[src/cuwa_pkg.sv]
// Shared types, constants and codes of the CPU utilization window averager.
package cuwa_pkg;

  localparam int HIST_DEPTH = 1024;
  localparam int NUM_CPUS   = 8;
  localparam int NSLOT      = NUM_CPUS + 1;
  localparam int NENT       = NSLOT * HIST_DEPTH;
  localparam int AW         = $clog2(NENT);
  localparam int IW         = $clog2(HIST_DEPTH);
  localparam int NCAT       = 8;
  localparam int NWIN       = 3;
  localparam int CNT_W      = 64;
  localparam int SUM_W      = CNT_W + 3;
  localparam int TIME_W     = 32;
  localparam int SLOT_W     = 4;
  localparam int WIN_W      = 16;
  localparam int CAT_W      = 3;
  localparam int PCT_W      = 15;
  localparam int REM_W      = SUM_W + PCT_W;
  localparam int IN_DATA_W  = 552;
  localparam int OUT_DATA_W = 56;

  localparam logic [PCT_W-1:0] FULL_SCALE = 15'd25600;
  localparam logic [CAT_W-1:0] LAST_CAT   = 3'd7;

  localparam logic [1:0] CFG_WIN_SHORT = 2'd0;
  localparam logic [1:0] CFG_WIN_MID   = 2'd1;
  localparam logic [1:0] CFG_WIN_LONG  = 2'd2;

  typedef struct packed {
    logic                             slot_ok;
    logic [SLOT_W-1:0]                cpu_index;
    logic [TIME_W-1:0]                sample_time;
    logic [NCAT-1:0][CNT_W-1:0]       ticks;
  } item_t;

  typedef struct packed {
    logic ready;
    logic pop;
  } eng_stat_t;

  typedef enum logic [3:0] {
    ST_CLEAR, ST_IDLE, ST_SCAN1, ST_SCAN2, ST_FETCH_RD, ST_FETCH_WT,
    ST_SUM, ST_DIV, ST_EMIT
  } eng_state_e;

  typedef enum logic [1:0] {
    DV_IDLE, DV_PREP, DV_RUN
  } div_state_e;

endpackage

[src/cuwa_front.sv]
// Input queue: unpacks and classifies sample beats for the engine.
module cuwa_front (
  input  logic                           clk_i,
  input  logic                           rst_ni,
  input  logic                           s_axis_tvalid,
  output logic                           s_axis_tready,
  input  logic [cuwa_pkg::IN_DATA_W-1:0] s_axis_tdata,
  input  cuwa_pkg::eng_stat_t            stat_i,
  output logic                           item_valid_o,
  output cuwa_pkg::item_t                item_o
);

  cuwa_pkg::item_t  mem_q [2];
  cuwa_pkg::item_t  in_item;
  logic             wp_q, rp_q;
  logic [1:0]       cnt_q;
  logic             push;

  always_comb begin
    in_item.cpu_index   = s_axis_tdata[3:0];
    in_item.sample_time = s_axis_tdata[35:4];
    for (int k = 0; k < cuwa_pkg::NCAT; k++) begin
      in_item.ticks[k] = s_axis_tdata[36 + 64*k +: 64];
    end
    in_item.slot_ok = (32'(in_item.cpu_index) <= cuwa_pkg::NUM_CPUS);
  end

  assign s_axis_tready = stat_i.ready && (cnt_q != 2'd2);
  assign push          = s_axis_tvalid && s_axis_tready;
  assign item_valid_o  = (cnt_q != 2'd0);
  assign item_o        = mem_q[rp_q];

  always_ff @(posedge clk_i) begin
    if (push) begin
      mem_q[wp_q] <= in_item;
    end
  end

  always_ff @(posedge clk_i or negedge rst_ni) begin
    if (!rst_ni) begin
      wp_q  <= 1'b0;
      rp_q  <= 1'b0;
      cnt_q <= 2'd0;
    end else begin
      if (push) begin
        wp_q <= ~wp_q;
      end
      if (stat_i.pop) begin
        rp_q <= ~rp_q;
      end
      cnt_q <= cnt_q + 2'(push) - 2'(stat_i.pop);
    end
  end

endmodule

[config.mk]
export PLATFORM = sky130hd
export DESIGN_NAME = cuwa_front
export DESIGN_NICKNAME = d
export VERILOG_FILES = /design/src/cuwa_pkg.sv /design/src/cuwa_front.sv
export SDC_FILE = /design/constraint.sdc
export NUM_CORES = 1
export LEC_CHECK = 0
export BUFFER_PORTS_ARGS = -buffer_cell sky130_fd_sc_hd__buf_2
export CAP_MARGIN = 25
export CORE_AREA = 2 2 436 438
export DETAILED_ROUTE_END_ITERATION = 7
export DIE_AREA = 0 0 438 440
export SLEW_MARGIN = 20
export SYNTH_ARGS = -nofsm -noshare
export SYNTH_HDL_FRONTEND = slang
export SYNTH_SLANG_ARGS = --single-unit
[constraint.sdc]
create_clock -name clk_i -period 31.4 [get_ports clk_i]
set_input_delay 3.14 -clock clk_i [delete_from_list [all_inputs] [get_ports clk_i]]
set_output_delay 3.14 -clock clk_i [all_outputs]
set_load 0.1 [all_outputs]
**Yosys cells after proc, flatten, opt, wreduce, memory -nomap -nowiden**

Memory sizes are Yosys's and may differ from the RTL's.
Index checks and enable logic that the tools add are counted.

- Bits in registers: 4
- Memory bits (writable): 1098
- Input port bits: 557
- Word-level logic and storage cells: 15
- Memories: 1

Memories:

| name | words | bits a word | read ports | clocked after memory_dff | write ports | RTL line | source |
|---|---|---|---|---|---|---|---|
| mem_q | 2 | 549 | 1 | 0 | 1 | cuwa_front.sv:13 | `cuwa_pkg::item_t mem_q [2];` |

- Add/subtract/negate cells: 2
- Order comparisons: 1
- Equal/unequal tests: 1
- Multiplexer cells: 2
- Bitwise gates (word level): 2
- Reductions and logical operators: 3

Operators with widths:

| operator | count |
|---|---|
| less-or-equal comparator 4 bit (second input constant) | 1 |
| adder 2 x 1 -> 2 bit | 1 |
| logical AND 1 bit | 2 |
| 2-to-1 mux 1 bit | 2 |
| != test 2 bit (second input constant) | 1 |
| inverter 1 bit | 2 |
| nonzero test 2 bit | 1 |
| subtractor 2 x 1 -> 2 bit | 1 |

**Logic depth before layout (Yosys ltp)**

Gate-level depths: netlist (run 1).

- Depth after elaboration: 5
- Gate-level depth with buffers: 7

**Worst setup path after synthesis (run 1)**

Ideal clock, no wire load.

- Kind: input port to flip-flop
- Start: in s_axis_tvalid
- End: mem mem_q[0][0] (netlist bit), enable pin
- Setup time: 1.478 ns
- Arrival time: 26.007 ns
- Required time: 29.922 ns
- Path slack: 3.915 ns
- Stages on the path: 2
- Path through: nand3_1 -> nor2_1

- Word-level cells in the longest chain between the ends: 3

Ends and longest elaborated chain:

| item | RTL line | source |
|---|---|---|
| start, declared | cuwa_front.sv:5 | `input logic s_axis_tvalid,` |
| logical AND 1 bit | cuwa_front.sv:29 | `assign push = s_axis_tvalid && s_axis_tready;` |
| 2-to-1 mux 1 bit | cuwa_front.sv:34 | `if (push) begin` |
| 2-to-1 mux 1 bit (implied by the code) | cuwa_front.sv:35 | `mem_q[wp_q] <= in_item;` |
| end, declared | cuwa_front.sv:13 |  |

No other way between the ends.

==> impl_metrics.env, run 1 <==
export IMPL_crit_path_end="item_o[482]"
export IMPL_yosysTopAreaCell="edfxtp_1"
export IMPL_clk_latency_ns=0.76
export IMPL_worstPathMaxFanout=154
export IMPL_cp_end_kind="output pin"
export IMPL_hold_slack_ns=0.490
export IMPL_totalNegativeSetupSlack_ns=0
export IMPL_stdcell_count=5559
export IMPL_timing_final_max_slew_violations=0
export IMPL_numClockSinks=1102
export IMPL_drv_cap=0
export IMPL_synth_edf_count=1098
export IMPL_fmax_mhz=131
export IMPL_synth_common_cells="edfxtp_1 (1098), mux2_2 (549), buf_6 (56)"
export IMPL_hpwl_um=98600
export IMPL_syn_nets=2286
export IMPL_tightest_slew_ns=1.11
export IMPL_finalWirelength_um=131000
export IMPL_fillerInstances=19000
export IMPL_reg2reg_to="mem_q[0][104]$_DFFE_PP_"
export IMPL_synthTopCellsByArea="edfxtp_1 (82%), mux2_2 (15%), buf_6 (1.6%)"
export IMPL_wire_per_inst_um=23.5
export IMPL_crit_reg2reg_launch="cnt_q[1]$_DFF_PN0_"
export IMPL_synthCells=1727
export IMPL_dpl_cell_area_um2=48300
export IMPL_critical_path_required_ns=28.26
export IMPL_io_pins=1108
export IMPL_seq_area_frac_synth_pct=82.6
export IMPL_syn_avg_cell_area_um2=23.2
export IMPL_synth_most_common_cell="edfxtp_1"
export IMPL_placed_cells_incl_taps=5303
export IMPL_cts_resized=0
export IMPL_cp_start_kind="flip-flop"
export IMPL_synth_cell_types=15
export IMPL_grt_antenna_before_repair=98
export IMPL_synthToLayoutAreaGrowth_pct=30.9
export IMPL_worst_setup_path_type="reg2out"
export IMPL_drive_above_1_share_pct=61.5
export IMPL_die_area_um2=193000
export IMPL_cts_htree_levels=3
export IMPL_grt_pass1_wl_um=170000
export IMPL_finalCritPeriodShare_pct=24.3
export IMPL_hold_viol_final=0
export IMPL_drc=0
export IMPL_track_usage_pct=12.8
export IMPL_cts_tree="done"
export IMPL_outcome="complete, no violations"
export IMPL_reg2reg_slack_ns=26.51
export IMPL_overflow=0
export IMPL_grt_pass1_vias=21300
export IMPL_clk_path_buf_depth=3
export IMPL_first_pass_iters=5
export IMPL_io_buffers=1103
export IMPL_syn_area_um2=40000
export IMPL_core_um2=189000
export IMPL_vias=21600
export IMPL_start_util_pct=21.2
export IMPL_hold_buffers=0
export IMPL_ys_ff_latch=1102
export IMPL_fp_dieW_um=438
export IMPL_post_cts_buffers=0
export IMPL_root_buffer="clkbuf_16"
export IMPL_die_h_um=440
export IMPL_max_slew_margin_rel_pct=26.0
export IMPL_num_rows=160
export IMPL_path_clk_slew_ns=0.05
export IMPL_grt_max_degree=155
export IMPL_grt_setup_unrepaired="false"
export IMPL_period_needed_ns=7.64
export IMPL_arrival_ns=4.50
export IMPL_skew_ns=0.0246
export IMPL_drt_iter0_markers=1357
export IMPL_gp_congestion=0.868
export IMPL_nets=3478
export IMPL_crit_path_start="rp_q$_DFFE_PN0P_"
export IMPL_synthFlopType="edfxtp_1"
export IMPL_synth_top_area_share_pct=82.4
export IMPL_vias_per_cell=3.89
export IMPL_stdcell_area_um2=52400
export IMPL_synth_async_reset_ratio_pct=0.363
export IMPL_hp_start="cnt_q[1]$_DFF_PN0_"
export IMPL_setup_viol=0
export IMPL_r2r_cells=8
export IMPL_worstHoldPathType="reg2reg"
export IMPL_ant_nets=0
export IMPL_cts_buffers=121
export IMPL_synth_warning_count=0
==> per-stage QoR <==
stage               utilization (%)  setup WS, ns
global placement               25.6         22.68
floorplan                         -          3.92
detailed placement             25.6         23.23
CTS                            27.7         23.63
finish                         27.8         23.76
global route                   27.7         23.50
==> sequential cells by signal, summed over array words and instances (netlist names) <==
name   count
mem_q   1098
cnt_q      2
rp_q       1
wp_q       1
==> final cells by class <==
class | count | area (um2) | share of cell area (%)
antenna | 26 | 65.1 | 0.124
multi-input combinational | 562 | 6300 | 12.0
clock inverter | 84 | 781 | 1.49
tap | 2511 | 3140 | 6.00
inverter | 2 | 7.51 | 0.0143
sequential | 1102 | 33100 | 63.2
clock buffer | 142 | 3150 | 6.01
timing repair buffer | 1130 | 5850 | 11.2
==> placed cells by master (no fill, tap or decap), types with 4 or more instances in the layout <==
cell type | synthesis | final
clkbuf_1 | 0 | 19
buf_4 | 0 | 19
clkinv_2 | 0 | 17
mux2_2 | 549 | 549
clkinvlp_4 | 0 | 6
buf_12 | 0 | 5
buf_2 | 5 | 1103
diode_2 | 0 | 26
edfxtp_1 | 1098 | 1098
inv_6 | 0 | 13
bufinv_16 | 0 | 9
clkinv_1 | 0 | 30
clkbuf_16 | 0 | 123
inv_8 | 0 | 4
==> worst min-delay path by stage <==
stage               cells after the start            endpoint
detailed placement                      1  cnt_q[1]$_DFF_PN0_
finish                                  1  cnt_q[1]$_DFF_PN0_
global placement                        1  cnt_q[1]$_DFF_PN0_
floorplan                               1  cnt_q[1]$_DFF_PN0_
global route                            1  cnt_q[1]$_DFF_PN0_
CTS                                     1  cnt_q[1]$_DFF_PN0_
==> layer usage <==
| metal | routed length [um] | vias up | part of all wire, % | global-route usage, % |
|---|---|---|---|---|
| li1 | - | 9396 | - | - |
| met5 | 643 | - | 0.49 | 0 |
| met4 | 4200 | 94 | 3.2 | 4.37 |
| met2 | 64700 | 844 | 49 | 21.6 |
| met3 | 13100 | 290 | 10 | 5.43 |
| met1 | 48100 | 11000 | 37 | 14.4 |
==> worst max-delay path, stage by stage (launching register included) <==
cell and delay [ns]:
dfrtp_4 1.00, buf_12 0.59, buf_4 0.85, mux2_2 0.41
buf_2 0.47
==> kinds of logic after synthesis <==
logic type      share of synthesized area (%)
compound gates                         0.0188
simple gates                           0.0782
fa+ha+maj                              0.0625
buf+inv                                  1.66
flops                                    82.6
mux                                      15.4
xor+xnor                               0.0876
Power of run 1 is not shown: default switching activity piles up to over one toggle a cycle in this logic, so the estimate is an artifact.
==> run 2, diff against run 1 <==
==> constraint.sdc (replaced) <==
create_clock -name clk_i -period 7.6 [get_ports clk_i]
set_input_delay 0.76 -clock clk_i [delete_from_list [all_inputs] [get_ports clk_i]]
set_output_delay 0.76 -clock clk_i [all_outputs]
set_load 0.1 [all_outputs]
==> impl_metrics.env, run 2 (synthesized netlist as in run 1, its figures left out) <==
export IMPL_outcome="finished, violations left"
export IMPL_violations="antenna violations"
export IMPL_reg2reg_slack_ns=4.62
export IMPL_fp_dieW_um=438
export IMPL_worstHoldPathType="in2reg"
export IMPL_die_h_um=440
export IMPL_placed_cells_incl_taps=5303
export IMPL_synthToLayoutAreaGrowth_pct=30.5
export IMPL_drc=0
export IMPL_start_util_pct=21.2
export IMPL_r2r_cells=5
export IMPL_io_buffers=1103
export IMPL_critical_path_required_ns=6.84
export IMPL_hp_start="s_axis_tdata[502]"
export IMPL_vias=21500
export IMPL_stdcell_count=5557
export IMPL_setup_viol=0
export IMPL_hpwl_um=95900
export IMPL_overflow=0
export IMPL_grt_setup_unrepaired="false"
export IMPL_hold_depth=1
export IMPL_finalCritPeriodShare_pct=57.1
export IMPL_tightest_slew_ns=1.09
export IMPL_reg2reg_to="mem_q[0][118]$_DFFE_PP_"
export IMPL_layout_commonest_cell="buf_2"
export IMPL_numClockSinks=1102
export IMPL_path_clk_slew_ns=0.06
export IMPL_largestRegisters="mem_q: 1098 flops, cnt_q: 2 flops"
export IMPL_top_register="mem_q"
export IMPL_cts_resized=0
export IMPL_arrival_ns=3.58
export IMPL_grt_antenna_before_repair=92
export IMPL_holdPathEnd="mem_q[1][466]$_DFFE_PP_"
export IMPL_die_area_um2=193000
export IMPL_crit_reg2reg_launch="cnt_q[1]$_DFF_PN0_"
export IMPL_hold_slack_ns=0.184
export IMPL_ant_nets=1
export IMPL_drive_above_1_share_pct=61.2
export IMPL_grt_pass1_vias=21100
export IMPL_finalWirelength_um=127000
export IMPL_wire_per_inst_um=22.8
export IMPL_first_pass_iters=5
export IMPL_cp_end_kind="output pin"
export IMPL_period_needed_ns=4.34
export IMPL_cts_htree_levels=3
export IMPL_timing_final_max_slew_violations=0
export IMPL_drt_iter0_markers=1527
export IMPL_worstPathMaxFanout=76
export IMPL_clk_path_buf_depth=3
export IMPL_max_slew_margin_rel_pct=27.2
export IMPL_hold_viol_final=0
export IMPL_track_usage_pct=12.4
export IMPL_cp_start_kind="flip-flop"
export IMPL_io_pins=1108
export IMPL_post_cts_buffers=0
export IMPL_nets=3471
export IMPL_final_cell_mix="buf_2 (1103), edfxtp_1 (1098), mux2_2 (549)"
export IMPL_grt_pass1_wl_um=167000
export IMPL_totalNegativeSetupSlack_ns=0
export IMPL_vias_per_cell=3.87
export IMPL_drv_cap=0
export IMPL_cts_tree="done"
export IMPL_fmax_mhz=231
export IMPL_num_rows=160
export IMPL_root_buffer="clkbuf_16"
export IMPL_grt_max_degree=139
export IMPL_clk_latency_ns=0.76
export IMPL_largest_reg_flops=1098
export IMPL_core_um2=189000
export IMPL_cts_buffers=117
export IMPL_skew_ns=0.0275
export IMPL_hold_buffers=1
export IMPL_worst_setup_path_type="reg2out"
export IMPL_gp_congestion=0.887
-- run 2: changes by cell type in the layout (fill, tap and decap cells not counted), moves of 6 or more --
cell	change
clkbuf_1	+7
buf_12	+7
inv_6	-11
diode_2	+6
buf_4	-8
clkbuf_16	-6
clkinv_2	+6
-- run 2: critical path, stage by stage, from the launching register on --
cell	delay [ns]
dfrtp_4	1.03
buf_12	0.36
buf_12	0.39
mux2_2	0.34
buf_2	0.46
-- run 2: stage by stage --
step	area, um2	setup WS [ns]	util (%)
global placement	48400	3.98	25.7
finish	52200	3.26	27.7
global route	52200	3.07	27.7
CTS	52100	3.13	27.6
floorplan	40000	-1.86	-
detailed placement	48400	3.98	25.7
-- run 2: worst max path at each step --
stage                           from               endpoint  slack (ns)  cells after the start
CTS                 rp_q$_DFFE_PN0P_              item_o[2]        3.13                      4
floorplan              s_axis_tvalid  mem_q[0][0]$_DFFE_PP_       -1.86                      2
finish              rp_q$_DFFE_PN0P_            item_o[488]        3.26                      4
global placement    rp_q$_DFFE_PN0P_            item_o[513]        3.98                      4
detailed placement  rp_q$_DFFE_PN0P_              item_o[2]        3.98                      4
global route        rp_q$_DFFE_PN0P_            item_o[513]        3.07                      4
-- run 2: area by class of cell --
class,instances,area (um2)
Clock inverter,78,723
Inverter,2,7.51
Clock buffer,143,3030
Fill cell,19100,136000
Sequential cell,1102,33100
Antenna cell,32,80.1
Tap cell,2511,3140
Multi-Input combinational cell,562,6310
Timing Repair Buffer,1127,5850
-- run 2: layer usage --
layer,GRT usage [%],routed length [um],vias up
met5,0,586,-
met4,4.00,3450,90
met3,5.20,12600,266
met2,20.8,62700,832
met1,14.4,47600,10900
li1,-,-,9384
Power of run 2 is left out for the same reason.
